## src/sv/tbrp_pkg.sv

```systemverilog
package tbrp_pkg;

    localparam int IDX_W     = 4;
    localparam int RATE_W    = 20;
    localparam int LEVEL_W   = 36;
    localparam int NOW_W     = 48;
    localparam int ELAPSED_W = 16;
    localparam int TOKENS_W  = 20;

    // item kinds
    localparam logic KIND_SETUP   = 1'b0;
    localparam logic KIND_REQUEST = 1'b1;

    // one token is 60000 units; a rate of R per minute adds R units per ms
    localparam logic [LEVEL_W-1:0]   UNITS_PER_TOKEN = LEVEL_W'(60000);
    localparam logic [ELAPSED_W-1:0] MAX_ELAPSED_MS  = ELAPSED_W'(60000);

    // level / 60000 == (level >> 5) / 1875, done by reciprocal multiply
    localparam int DIV_SHIFT   = 5;
    localparam int DIV_X_W     = LEVEL_W - DIV_SHIFT;
    localparam int RECIP_SHIFT = 42;
    localparam int RECIP_W     = 32;
    localparam int PROD_W      = DIV_X_W + RECIP_W;
    localparam int QEST_W      = PROD_W - RECIP_SHIFT;
    localparam int QM_W        = 32;
    localparam logic [QM_W-1:0] DIV_BASE = QM_W'(1875);
    localparam logic [RECIP_W-1:0] RECIP =
        RECIP_W'((64'd1 << RECIP_SHIFT) / 64'd1875);

endpackage

```

## src/sv/tbrp_req_if.sv

```systemverilog
interface tbrp_req_if import tbrp_pkg::*; ();
    logic                valid;
    logic                ready;
    logic                kind;
    logic [IDX_W-1:0]    provider_index;
    logic [RATE_W-1:0]   rate_per_minute;
    logic [NOW_W-1:0]    now_ms;

    modport source (output valid, kind, provider_index, rate_per_minute, now_ms,
                    input ready);
    modport sink   (input valid, kind, provider_index, rate_per_minute, now_ms,
                    output ready);
endinterface

```

## src/sv/tbrp_res_if.sv

```systemverilog
interface tbrp_res_if import tbrp_pkg::*; ();
    logic                valid;
    logic                ready;
    logic                granted;
    logic [TOKENS_W-1:0] tokens_left;

    modport source (output valid, granted, tokens_left, input ready);
    modport sink   (input valid, granted, tokens_left, output ready);
endinterface

```

## src/sv/tbrp_bucket_mem.sv

```systemverilog
module tbrp_bucket_mem #(
    parameter int DEPTH = 16,
    parameter int AW    = 4,
    parameter int DW    = 104
) (
    input  logic          i_clk,
    input  logic          i_rd_en,
    input  logic [AW-1:0] i_rd_addr,
    output logic [DW-1:0] o_rd_data,
    input  logic          i_wr_en,
    input  logic [AW-1:0] i_wr_addr,
    input  logic [DW-1:0] i_wr_data
);

    logic [DW-1:0] r_mem [DEPTH];
    logic [DW-1:0] r_rd_data;

    always_ff @(posedge i_clk) begin
        if (i_wr_en) begin
            r_mem[i_wr_addr] <= i_wr_data;
        end
    end

    // read data holds until the next read
    always_ff @(posedge i_clk) begin
        if (i_rd_en) begin
            r_rd_data <= r_mem[i_rd_addr];
        end
    end

    assign o_rd_data = r_rd_data;

endmodule

```

## src/sv/tbrp_divider.sv

```systemverilog
module tbrp_divider import tbrp_pkg::*; (
    input  logic                i_clk,
    input  logic                i_rst_n,
    input  logic                i_start,
    input  logic [LEVEL_W-1:0]  i_level,
    output logic                o_valid,
    output logic [TOKENS_W-1:0] o_tokens
);

    logic [2:0]             r_valid;
    logic [DIV_X_W-1:0]     r_x1;
    logic [DIV_X_W-1:0]     r_x2;
    logic [PROD_W-1:0]      r_prod;
    logic [QEST_W-1:0]      r_qest;
    logic [QM_W-1:0]        r_qm;
    logic [TOKENS_W-1:0]    r_tokens;
    logic [DIV_X_W-1:0]     x_in;
    logic [QEST_W-1:0]      qest;
    logic [QM_W-1:0]        rem;
    logic [QEST_W-1:0]      qfix;

    assign x_in = i_level[LEVEL_W-1:DIV_SHIFT];
    assign qest = r_prod[PROD_W-1:RECIP_SHIFT];
    assign rem  = QM_W'(r_x2) - r_qm;
    // estimate is low by at most one
    assign qfix = (rem >= DIV_BASE) ? r_qest + QEST_W'(1) : r_qest;

    always_ff @(posedge i_clk) begin
        if (!i_rst_n) begin
            r_valid <= '0;
        end else begin
            r_valid <= {r_valid[1:0], i_start};
        end
    end

    always_ff @(posedge i_clk) begin
        r_x1     <= x_in;
        r_prod   <= PROD_W'(x_in) * PROD_W'(RECIP);
        r_x2     <= r_x1;
        r_qest   <= qest;
        r_qm     <= QM_W'(qest) * DIV_BASE;
        r_tokens <= TOKENS_W'(qfix);
    end

    assign o_valid  = r_valid[2];
    assign o_tokens = r_tokens;

endmodule

```

## src/sv/token_bucket_rate_policer.sv

```systemverilog
// Per-client token bucket policer.
// i_req carries set-up items (kind 0: load a client's per-minute limit and
// fill its bucket) and requests (kind 1: refill by elapsed time, then grant
// and take one token if one is left). o_res returns one beat per request:
// granted and whole tokens left; set-up items return nothing.
// Bucket rate, level and last refill time live in one synchronous memory of
// NUM_CLIENTS words; per-client active bits sit in flops.
// One item is in work at a time; i_req.ready is high only while idle.
// A limited request runs through these steps in order: memory read,
// elapsed and cap, refill multiply, add and clamp, take and write back,
// a three-stage reciprocal divide by 60000, then the output register.
// A request to an unconfigured or unlimited client goes from the read
// straight to the output register; a set-up item runs read, multiply,
// write, or only the read when its index lies beyond the table.
// Reset clears all active bits; the memory needs no clearing pass.
// While o_res is stalled with a result held, the next item is still taken;
// its result waits in the final step until the output register frees.
module token_bucket_rate_policer import tbrp_pkg::*; #(
    parameter int NUM_CLIENTS = 16,
    parameter int TIME_BITS   = 48
) (
    input  logic        i_clk,
    input  logic        i_rst_n,
    tbrp_req_if.sink    i_req,
    tbrp_res_if.source  o_res
);

    localparam int AW = (NUM_CLIENTS > 1) ? $clog2(NUM_CLIENTS) : 1;
    localparam int DW = RATE_W + LEVEL_W + TIME_BITS;

    typedef enum logic [2:0] {
        S_IDLE,
        S_READ,
        S_MUL,
        S_SUM,
        S_TAKE,
        S_DIV,
        S_RESP
    } t_state;

    t_state                 r_state;
    logic                   r_kind;
    logic                   r_oob;
    logic [AW-1:0]          r_addr;
    logic [RATE_W-1:0]      r_rate;
    logic [TIME_BITS-1:0]   r_now;
    logic [LEVEL_W-1:0]     r_cap;
    logic [ELAPSED_W-1:0]   r_elapsed;
    logic [LEVEL_W-1:0]     r_add;
    logic [LEVEL_W-1:0]     r_level;
    logic                   r_granted;
    logic [TOKENS_W-1:0]    r_tokens;
    logic                   r_out_valid;
    logic                   r_out_granted;
    logic [TOKENS_W-1:0]    r_out_tokens;
    logic                   r_active [NUM_CLIENTS];

    logic                   req_fire;
    logic                   out_free;
    logic [DW-1:0]          rd_data;
    logic [RATE_W-1:0]      rd_rate;
    logic [LEVEL_W-1:0]     rd_level;
    logic [TIME_BITS-1:0]   rd_time;
    logic [TIME_BITS-1:0]   diff;
    logic [RATE_W-1:0]      rate_sel;
    logic                   unlimited;
    logic [LEVEL_W:0]       sum;
    logic                   take_ok;
    logic [LEVEL_W-1:0]     new_level;
    logic                   wr_en;
    logic [DW-1:0]          wr_data;
    logic                   div_start;
    logic                   div_valid;
    logic [TOKENS_W-1:0]    div_tokens;

    assign req_fire = i_req.valid && i_req.ready;
    assign out_free = !r_out_valid || o_res.ready;

    assign rd_rate  = rd_data[DW-1 -: RATE_W];
    assign rd_level = rd_data[TIME_BITS +: LEVEL_W];
    assign rd_time  = rd_data[TIME_BITS-1:0];

    // elapsed time wraps modulo 2^TIME_BITS
    assign diff      = r_now - rd_time;
    assign rate_sel  = (r_kind == KIND_REQUEST) ? rd_rate : r_rate;
    assign unlimited = r_oob || !r_active[r_addr] || (rd_rate == '0);

    assign sum       = (LEVEL_W+1)'(rd_level) + (LEVEL_W+1)'(r_add);
    assign take_ok   = (r_level >= UNITS_PER_TOKEN);
    assign new_level = take_ok ? r_level - UNITS_PER_TOKEN : r_level;

    always_comb begin
        wr_en   = 1'b0;
        wr_data = {rd_rate, new_level, r_now};
        if (r_state == S_MUL && r_kind == KIND_SETUP) begin
            wr_en   = 1'b1;
            wr_data = {r_rate, r_cap, r_now};
        end else if (r_state == S_TAKE) begin
            wr_en   = 1'b1;
        end
    end

    assign div_start = (r_state == S_TAKE);

    tbrp_bucket_mem #(
        .DEPTH (NUM_CLIENTS),
        .AW    (AW),
        .DW    (DW)
    ) u_mem (
        .i_clk     (i_clk),
        .i_rd_en   (req_fire),
        .i_rd_addr (AW'(i_req.provider_index)),
        .o_rd_data (rd_data),
        .i_wr_en   (wr_en),
        .i_wr_addr (r_addr),
        .i_wr_data (wr_data)
    );

    tbrp_divider u_div (
        .i_clk    (i_clk),
        .i_rst_n  (i_rst_n),
        .i_start  (div_start),
        .i_level  (new_level),
        .o_valid  (div_valid),
        .o_tokens (div_tokens)
    );

    always_ff @(posedge i_clk) begin
        if (!i_rst_n) begin
            for (int i = 0; i < NUM_CLIENTS; i++) begin
                r_active[i] <= 1'b0;
            end
        end else if (r_state == S_MUL && r_kind == KIND_SETUP) begin
            r_active[r_addr] <= 1'b1;
        end
    end

    always_ff @(posedge i_clk) begin
        if (!i_rst_n) begin
            r_state     <= S_IDLE;
            r_out_valid <= 1'b0;
        end else begin
            if (o_res.valid && o_res.ready) begin
                r_out_valid <= 1'b0;
            end
            unique case (r_state)
                S_IDLE: begin
                    if (req_fire) begin
                        r_kind  <= i_req.kind;
                        r_oob   <= ({28'd0, i_req.provider_index} >= 32'(NUM_CLIENTS));
                        r_addr  <= AW'(i_req.provider_index);
                        r_rate  <= i_req.rate_per_minute;
                        r_now   <= TIME_BITS'(i_req.now_ms);
                        r_state <= S_READ;
                    end
                end
                S_READ: begin
                    r_cap     <= LEVEL_W'(rate_sel) * UNITS_PER_TOKEN;
                    r_elapsed <= (diff > TIME_BITS'(MAX_ELAPSED_MS)) ?
                                 MAX_ELAPSED_MS : ELAPSED_W'(diff);
                    if (r_kind == KIND_SETUP) begin
                        // drop set-up beats for clients beyond the table
                        r_state <= r_oob ? S_IDLE : S_MUL;
                    end else if (unlimited) begin
                        r_granted <= 1'b1;
                        r_tokens  <= '0;
                        r_state   <= S_RESP;
                    end else begin
                        r_state <= S_MUL;
                    end
                end
                S_MUL: begin
                    r_add   <= LEVEL_W'(r_elapsed) * LEVEL_W'(rd_rate);
                    r_state <= (r_kind == KIND_SETUP) ? S_IDLE : S_SUM;
                end
                S_SUM: begin
                    r_level <= (sum > (LEVEL_W+1)'(r_cap)) ? r_cap : LEVEL_W'(sum);
                    r_state <= S_TAKE;
                end
                S_TAKE: begin
                    r_granted <= take_ok;
                    r_state   <= S_DIV;
                end
                S_DIV: begin
                    if (div_valid) begin
                        r_tokens <= div_tokens;
                        r_state  <= S_RESP;
                    end
                end
                S_RESP: begin
                    if (out_free) begin
                        r_out_valid   <= 1'b1;
                        r_out_granted <= r_granted;
                        r_out_tokens  <= r_tokens;
                        r_state       <= S_IDLE;
                    end
                end
                default: begin
                    r_state <= S_IDLE;
                end
            endcase
        end
    end

    assign i_req.ready       = (r_state == S_IDLE);
    assign o_res.valid       = r_out_valid;
    assign o_res.granted     = r_out_granted;
    assign o_res.tokens_left = r_out_tokens;

`ifndef SYNTHESIS
    a_denied_no_tokens: assert property (@(posedge i_clk) disable iff (!i_rst_n)
        o_res.valid && !o_res.granted |-> o_res.tokens_left == '0)
        else $error("denied result carries tokens");

    a_level_capped: assert property (@(posedge i_clk) disable iff (!i_rst_n)
        r_state == S_TAKE |-> r_level <= r_cap)
        else $error("refilled level above cap");

    a_div_in_wait: assert property (@(posedge i_clk) disable iff (!i_rst_n)
        div_valid |-> r_state == S_DIV)
        else $error("divider result outside wait step");

    a_accept_reads: assert property (@(posedge i_clk) disable iff (!i_rst_n)
        req_fire |=> r_state == S_READ)
        else $error("accepted beat did not start a read");
`endif

endmodule

```

## src/flat_wrapper.sv

```systemverilog
// flat-port wrapper written by rule: the top's interface ports become plain ports
module token_bucket_rate_policer_flat import tbrp_pkg::*;
#(
    parameter int NUM_CLIENTS = 16,
    parameter int TIME_BITS   = 48
)
  (i_clk, i_rst_n, i_req_valid, i_req_kind, i_req_provider_index, i_req_rate_per_minute, i_req_now_ms, i_req_ready, o_res_valid, o_res_granted, o_res_tokens_left, o_res_ready);
  tbrp_req_if i_req_i ();
  tbrp_res_if o_res_i ();
  input  logic i_clk;
  input  logic i_rst_n;
  input wire logic [$bits(i_req_i.valid)-1:0] i_req_valid;
  input wire logic [$bits(i_req_i.kind)-1:0] i_req_kind;
  input wire logic [$bits(i_req_i.provider_index)-1:0] i_req_provider_index;
  input wire logic [$bits(i_req_i.rate_per_minute)-1:0] i_req_rate_per_minute;
  input wire logic [$bits(i_req_i.now_ms)-1:0] i_req_now_ms;
  output wire logic [$bits(i_req_i.ready)-1:0] i_req_ready;
  output wire logic [$bits(o_res_i.valid)-1:0] o_res_valid;
  output wire logic [$bits(o_res_i.granted)-1:0] o_res_granted;
  output wire logic [$bits(o_res_i.tokens_left)-1:0] o_res_tokens_left;
  input wire logic [$bits(o_res_i.ready)-1:0] o_res_ready;
  assign i_req_i.valid = i_req_valid;
  assign i_req_i.kind = i_req_kind;
  assign i_req_i.provider_index = i_req_provider_index;
  assign i_req_i.rate_per_minute = i_req_rate_per_minute;
  assign i_req_i.now_ms = i_req_now_ms;
  assign i_req_ready = i_req_i.ready;
  assign o_res_valid = o_res_i.valid;
  assign o_res_granted = o_res_i.granted;
  assign o_res_tokens_left = o_res_i.tokens_left;
  assign o_res_i.ready = o_res_ready;
  token_bucket_rate_policer #(.NUM_CLIENTS(NUM_CLIENTS), .TIME_BITS(TIME_BITS)) u_core (.i_clk(i_clk), .i_rst_n(i_rst_n), .i_req(i_req_i), .o_res(o_res_i));
endmodule
```

## config.mk

```make
export PLATFORM = sky130hd
export DESIGN_NAME = token_bucket_rate_policer_flat
export DESIGN_NICKNAME = d
export VERILOG_FILES = /design/src/sv/tbrp_pkg.sv /design/src/sv/tbrp_req_if.sv /design/src/sv/tbrp_res_if.sv /design/src/sv/tbrp_bucket_mem.sv /design/src/sv/tbrp_divider.sv /design/src/sv/token_bucket_rate_policer.sv /design/src/flat_wrapper.sv
export SDC_FILE = /design/constraint.sdc
export NUM_CORES = 2
export LEC_CHECK = 0
export BUFFER_PORTS_ARGS = -buffer_cell sky130_fd_sc_hd__buf_2
export CORE_MARGIN = 3
export CORE_UTILIZATION = 60
export CTS_CLUSTER_DIAMETER = 120
export DETAILED_ROUTE_END_ITERATION = 7
export PLACE_DENSITY = 0.8
export SYNTH_ARGS = -nofsm -noshare
export SYNTH_HDL_FRONTEND = slang
export SYNTH_SLANG_ARGS = --single-unit
```

## constraint.sdc

```tcl
create_clock -name i_clk -period 23.7 [get_ports i_clk]
set_clock_uncertainty 0.1 [all_clocks]
set_input_delay 2.37 -clock i_clk [delete_from_list [all_inputs] [get_ports i_clk]]
set_output_delay 2.37 -clock i_clk [all_outputs]
set_load 0.1 [all_outputs]
```

# Yosys cells after proc, flatten, opt, wreduce, memory -nomap -nowiden
# Memory sizes are Yosys's and may differ from the RTL's. A register that Yosys moved wholly into a read port is not among the register bits.
# Index checks and enable logic that the tools add are counted.
# classes
add_sub_neg	5
multipliers	4
div	0
order_cmp	4
eq_ne	11
n_shift	0
mux	34
bitwise_logic	1
reduce_logical	20
# op_table
operator	n
104-bit 2-to-1 mux	1
20-bit 2-to-1 mux	5
36-bit 2-to-1 mux	2
31-bit by 32-bit multiplier with 63-bit output, second input constant	1
48-bit by 16-bit greater-than comparator with 1-bit output, second input constant	1
48-bit subtractor	1
20-bit case mux with 2 select lines	1
36-bit by 36-bit adder with 37-bit output	1
37-bit by 36-bit greater-than comparator with 1-bit output	1
36-bit by 16-bit greater-or-equal comparator with 1-bit output, second input constant	1
16-bit by 20-bit multiplier with 36-bit output	1
36-bit by 16-bit subtractor with 36-bit output, second input constant	1
32-bit by 11-bit greater-or-equal comparator with 1-bit output, second input constant	1
21-bit by 11-bit multiplier with 32-bit output, second input constant	1
31-bit by 32-bit subtractor with 32-bit output	1
20-bit by 11-bit multiplier with 31-bit output, second input constant	1
3-bit case mux with 7 select lines	1
20-bit by 1-bit adder with 20-bit output, second input constant	1
20-bit logical NOT	1
1-bit 2-to-1 mux	15
3-bit 2-to-1 mux	5
3-bit equality test, second input constant	3
3-bit AND reduction	3
4-bit 2-to-1 mux	2
other kinds (16)	27
# totals
register_bits	438
latchBits	0
mem_bits_rw	1680
romBits	0
input_bits	77
output_inout_bits	23
elab_cells	103
memories	2
# memory_table
name	depth	width	rd	rd_ports_with_merged_regs	write_ports	line_no	text
u_core.u_mem.r_mem	16	104	1	1	1	tbrp_bucket_mem.sv:15	logic [DW-1:0] r_mem [DEPTH];
u_core.r_active	16	1	1	1	16	token_bucket_rate_policer.sv:56	logic r_active [NUM_CLIENTS];

# Logic depth before layout (Yosys ltp)
# depth
ltp_word	7
ltp_mapped	38
ltp_nobuf	38

# By module
# A second synthesis with hierarchy kept.
# hier_totals
cells_unflattened	8322
area_unflattened_um2	121341.4
# by_module_without_submodules
module	instances	cells_each	area_each_um2
tbrp_bucket_mem	1	2662	65298.9
token_bucket_rate_policer	1	3156	30346.6
tbrp_divider	1	2504	25695.9

# Worst setup path after synthesis
# OpenSTA, ideal clock, no wires.
# synth_path
path_kind	register -> register
start	register u_core.r_level[10]
end	register u_core.u_div.r_prod[58]
setup_time_ns	0.072
arrival_time_ns	10.088
required_ns	23.528
path_slack_ns	13.440
path_stages_with_launch	37
path_buffers	0
synth_period_minus_slack_ns	10.260
cell_sequence	edfxtp_1 -> or4b_2 -> nor4_1 -> a211o_1 -> a21oi_1 -> nor3_1 -> and3_1 -> nand3_1 -> xor2_1 -> inv_1 -> ha_1 -> inv_1 -> ha_1 -> or2_2 -> fa_1 -> inv_1 -> fa_1 -> fa_1 -> fa_1 -> inv_1 -> fa_1 -> fa_1 -> ha_1 -> ha_1 -> a21o_1 -> a21o_1 -> a21o_1 -> a21o_1 -> a211o_1 -> a311oi_1 -> o21ai_0 -> o21bai_1 -> o41a_1 -> a41oi_2 -> or4b_4 -> a21oi_2 -> xnor2_1
# synth_between
elab_chain_cells	3
word_cells_on_any_way	4
# synth_lines
element	line_no	text
start: declaration	token_bucket_rate_policer.sv:50	logic [LEVEL_W-1:0] r_level;
start signal: assignment	token_bucket_rate_policer.sv:177	r_level <= (sum > (LEVEL_W+1)'(r_cap)) ? r_cap : LEVEL_W'(sum);
36-bit by 16-bit subtractor with 36-bit output or 36-bit by 16-bit greater-or-equal comparator with 1-bit output (tied branches)	token_bucket_rate_policer.sv:90, token_bucket_rate_policer.sv:89	
36-bit 2-to-1 mux (*)	token_bucket_rate_policer.sv:90	assign new_level = take_ok ? r_level - UNITS_PER_TOKEN : r_level;
net u_core.new_level[35]	token_bucket_rate_policer.sv:69	logic [LEVEL_W-1:0] new_level;
31-bit by 32-bit multiplier with 63-bit output (*)	tbrp_divider.sv:38	r_prod <= PROD_W'(x_in) * PROD_W'(RECIP);
end signal: assignment	tbrp_divider.sv:38	
end: declaration	tbrp_divider.sv:13	logic [PROD_W-1:0] r_prod;
# The timed path passes the listed nets; every way through them passes the cells marked *.
# A chain may end at the register's enable or synchronous reset.

# Worst setup path in the final report
# layout_path
start	register u_core.r_level[16]
end	register u_core.u_div.r_prod[62]
# The elaborated chain is that of the path after synthesis.

==> impl_metrics.toml <==
[status]
status = "finished, violations left"
violations = "max-slew violations"

[timing]
hold-worst-slack_ns = 0.1681
slew_viol_final = 28
min_period_over_period_pct = 51.87
tightest_slew_ns = 1.518
finalHoldViolCount = 0
period_needed_ns = 12.29
setup_slack_ns = 11.41
slew_headroom_pct = -1.188
tns_ns = 0
setup_viol = 0
grt_setup_unrepaired = "no"
fmaxAchievable_mhz = 81.35

[clock_tree]
cts_tree = "built"
max-clock-path-buffers = 3
postCtsResizedCells = 0
ctsHoldBuffers = 0
cts_sinks = 2183
cts_max_level = 4
postCtsSetupBuffers = 0
clkTransAtPathRegs_ns = 0.07
root_buffer = "clkbuf_16"
numCtsBuffers = 211
insertion_delay_ns = 0.90

[global_routing]
grt_pass1_vias = 73870
grt_max_degree = 99
grt_pass1_wl_um = 474500
track_usage_pct = 31.46
grt_antenna_before_repair = 5
gr-total-overflow = 0

[placed_design]
gp_congestion = 0.9707
dp_hpwl_um = 200600
io_buffers = 99
dp.cells = 10490
dp_slack_ns = 11.61

[synth]
synth_most_common_cell = "edfxtp_1"
async_flop_share_pct = 0
synth_seq_area_share_pct = 52.92
yosys.cell_types.count = 92
synth.area.top_cells = "edfxtp_1, fa_1, mux4_2"
synth_commonest_cells = "edfxtp_1, inv_1, fa_1, ha_1, mux4_2"
synth_top_area_share_pct = 49.91
syn-num-nets = 9600
syn_avg_cell_area_um2 = 15.22
synthFlopType = "edfxtp_1"
yosys_warnings = 0
synthCells = 7915
ys_ff_latch = 2183
synth-edff-count = 2002
syn_area_mm2 = 0.1205
netlist.top_cell.by_area = "edfxtp_1"

[detailed_routing]
routed.top_layer = "met5"
dr.pass1.iters = 6
vias = 69270
viasPerCell = 6.363
ant_nets = 0
wirelength_um = 317500
wl_met1_um = 113400
drc = 0
wl_met3_um = 25940
drt-initial-drc-count = 7856
routedWlPerCell_um = 29.17
wl_met2_um = 161000

[worst_setup_path]
endpoint_kind = "register"
crit_path_start_kind = "register"
cp_slowest_cell = "a21oi_1"
critical_path_class = "register to register"
crit_path_max_fanout = 15
worstPathRequired_ns = 24.30
crit_top_cell = "fa_1"
crit_arrival_ns = 12.89
cpPeakStageDelay_ns = 0.90

[hold_path]
hold_path_class = "register to register"

[cells_and_area]
nets = 9751
multi_input_area_mm2 = 0.05167
fillCellCount = 13060
drive_above_1_share_pct = 13.66
final-instance-count-excl-fill = 10890
area_growth_pct = 9.046
seqCellArea_mm2 = 0.06374

[floorplan]
fp.coreArea_mm2 = 0.1984
start_util_pct = 60.70
rows = 163
die_area_mm2 = 0.2062
die_w_um = 454.1
ioPinCount = 100
die_y_um = 454.1

[run]
cap_violations = 0
==> state kept, by name (all words and copies together) (netlist names), 3 cells and up, named ones only <==
signal / count
u_core.r_tokens: 20
u_core.u_mem.r_mem: 1664
u_core.u_mem.o_rd_data: 104
u_core.r_rate: 20
u_core.u_div.r_prod: 23
u_core.o_res.tokens_left: 20
u_core.r_level: 36
u_core.u_div.r_x1: 29
u_core.u_div.r_x2: 31
u_core.r_state: 3
u_core.r_elapsed: 16
u_core.u_div.r_qm: 32
u_core.r_active: 16
u_core.r_now: 48
u_core.u_div.r_qest: 19
u_core.r_add: 36
u_core.u_div.r_valid: 3
u_core.r_cap: 31
u_core.r_addr: 4
u_core.u_div.o_tokens: 20
==> final timing paths <==
| kind | slack (ns) | end | from | depth (start not counted) |
|---|---|---|---|---|
| setup / recovery | 11.41 | u_core.u_div.r_prod[62]$_DFF_P_ | u_core.r_level[16]$_DFFE_PP_ | 35 |
| setup reg to reg | 11.41 | u_core.u_div.r_prod[62]$_DFF_P_ | u_core.r_level[16]$_DFFE_PP_ | 35 |
| hold reg to reg | 0.17 | u_core.u_div.r_x2[27]$_DFF_P_ | u_core.u_div.r_x1[27]$_DFF_P_ | 0 |
| hold / removal | 0.17 | u_core.u_div.r_x2[27]$_DFF_P_ | u_core.u_div.r_x1[27]$_DFF_P_ | 0 |
==> cells by family (layout without fill, tap and decap cells) <==
kind of cell               Yosys count  count (layout)  synth area share [%]
muxes                              588             588                 10.39
xor gates and xnor gates           235             235                 1.709
adders and majority gates         1608            1608                 21.75
buffers and inverters             1389            1719                 4.342
and+or+nand+nor                   1138            1138                 4.692
other                                0               1                     0
AOI/OAI and AO/OA                  774             774                 4.201
DFF                               2183            2183                 52.92
==> worst max-delay path: cells and delay by family (launching register included) <==
family | cells | cell delay [ns]
flops | 1 | 0.48
xor+xnor | 2 | 0.70
buf+inv | 4 | 0.52
simple gates | 6 | 2.22
fa+ha+maj | 10 | 4.19
compound gates | 13 | 3.95
==> cells in the final DEF, fill, tap and decap left out, drive strengths merged, types with 12 or more instances in the layout <==
cell type  count
a21boi        12
nor3b         13
o21bai        32
dfxtp        181
or4           12
mux2i         13
nand4         44
inv         1143
and2         142
a31oi         28
clkbuf       265
o21ai        111
xor2          76
nand2b        36
buf          191
nor2b         49
fa           810
bufinv        21
a21o         154
ha           798
nand3         59
nor4          34
xnor2        159
and3          61
clkinv        93
edfxtp      2002
a211oi        26
a21oi        265
o21a          36
mux4         525
nor2         198
mux2          50
nand2        391
nor3          44
==> routing by layer <==
metal,up-vias,GRT usage [%]
met3,939,4.857
met4,10,14.93
met5,-,0
li1,28860,-
met2,3995,53.30
met1,35460,40.16
==> area by class of cell <==
| type | instances | share of cell area [%] |
|---|---|---|
| repair buffers | 191 | 1.026 |
| diodes | 1 | 0.001905 |
| multi-input cells | 4343 | 39.33 |
| clock inverters | 127 | 1.144 |
| well taps | 2640 | 2.515 |
| inverters | 1136 | 3.248 |
| clock buffers | 265 | 4.205 |
| flip-flops and latches | 2183 | 48.53 |
==> per-stage QoR <==
step           util (%)  cell area (um2)
2_1_floorplan         -           120500
3_3_place_gp      62.64           124300
3_5_place_dp      62.64           124300
4_1_cts           66.18           131300
5_1_grt           66.19           131400
6_report          66.19           131400
Power is not shown: default switching activity piles up to over one toggle a cycle in this logic, so the estimate is an artifact.
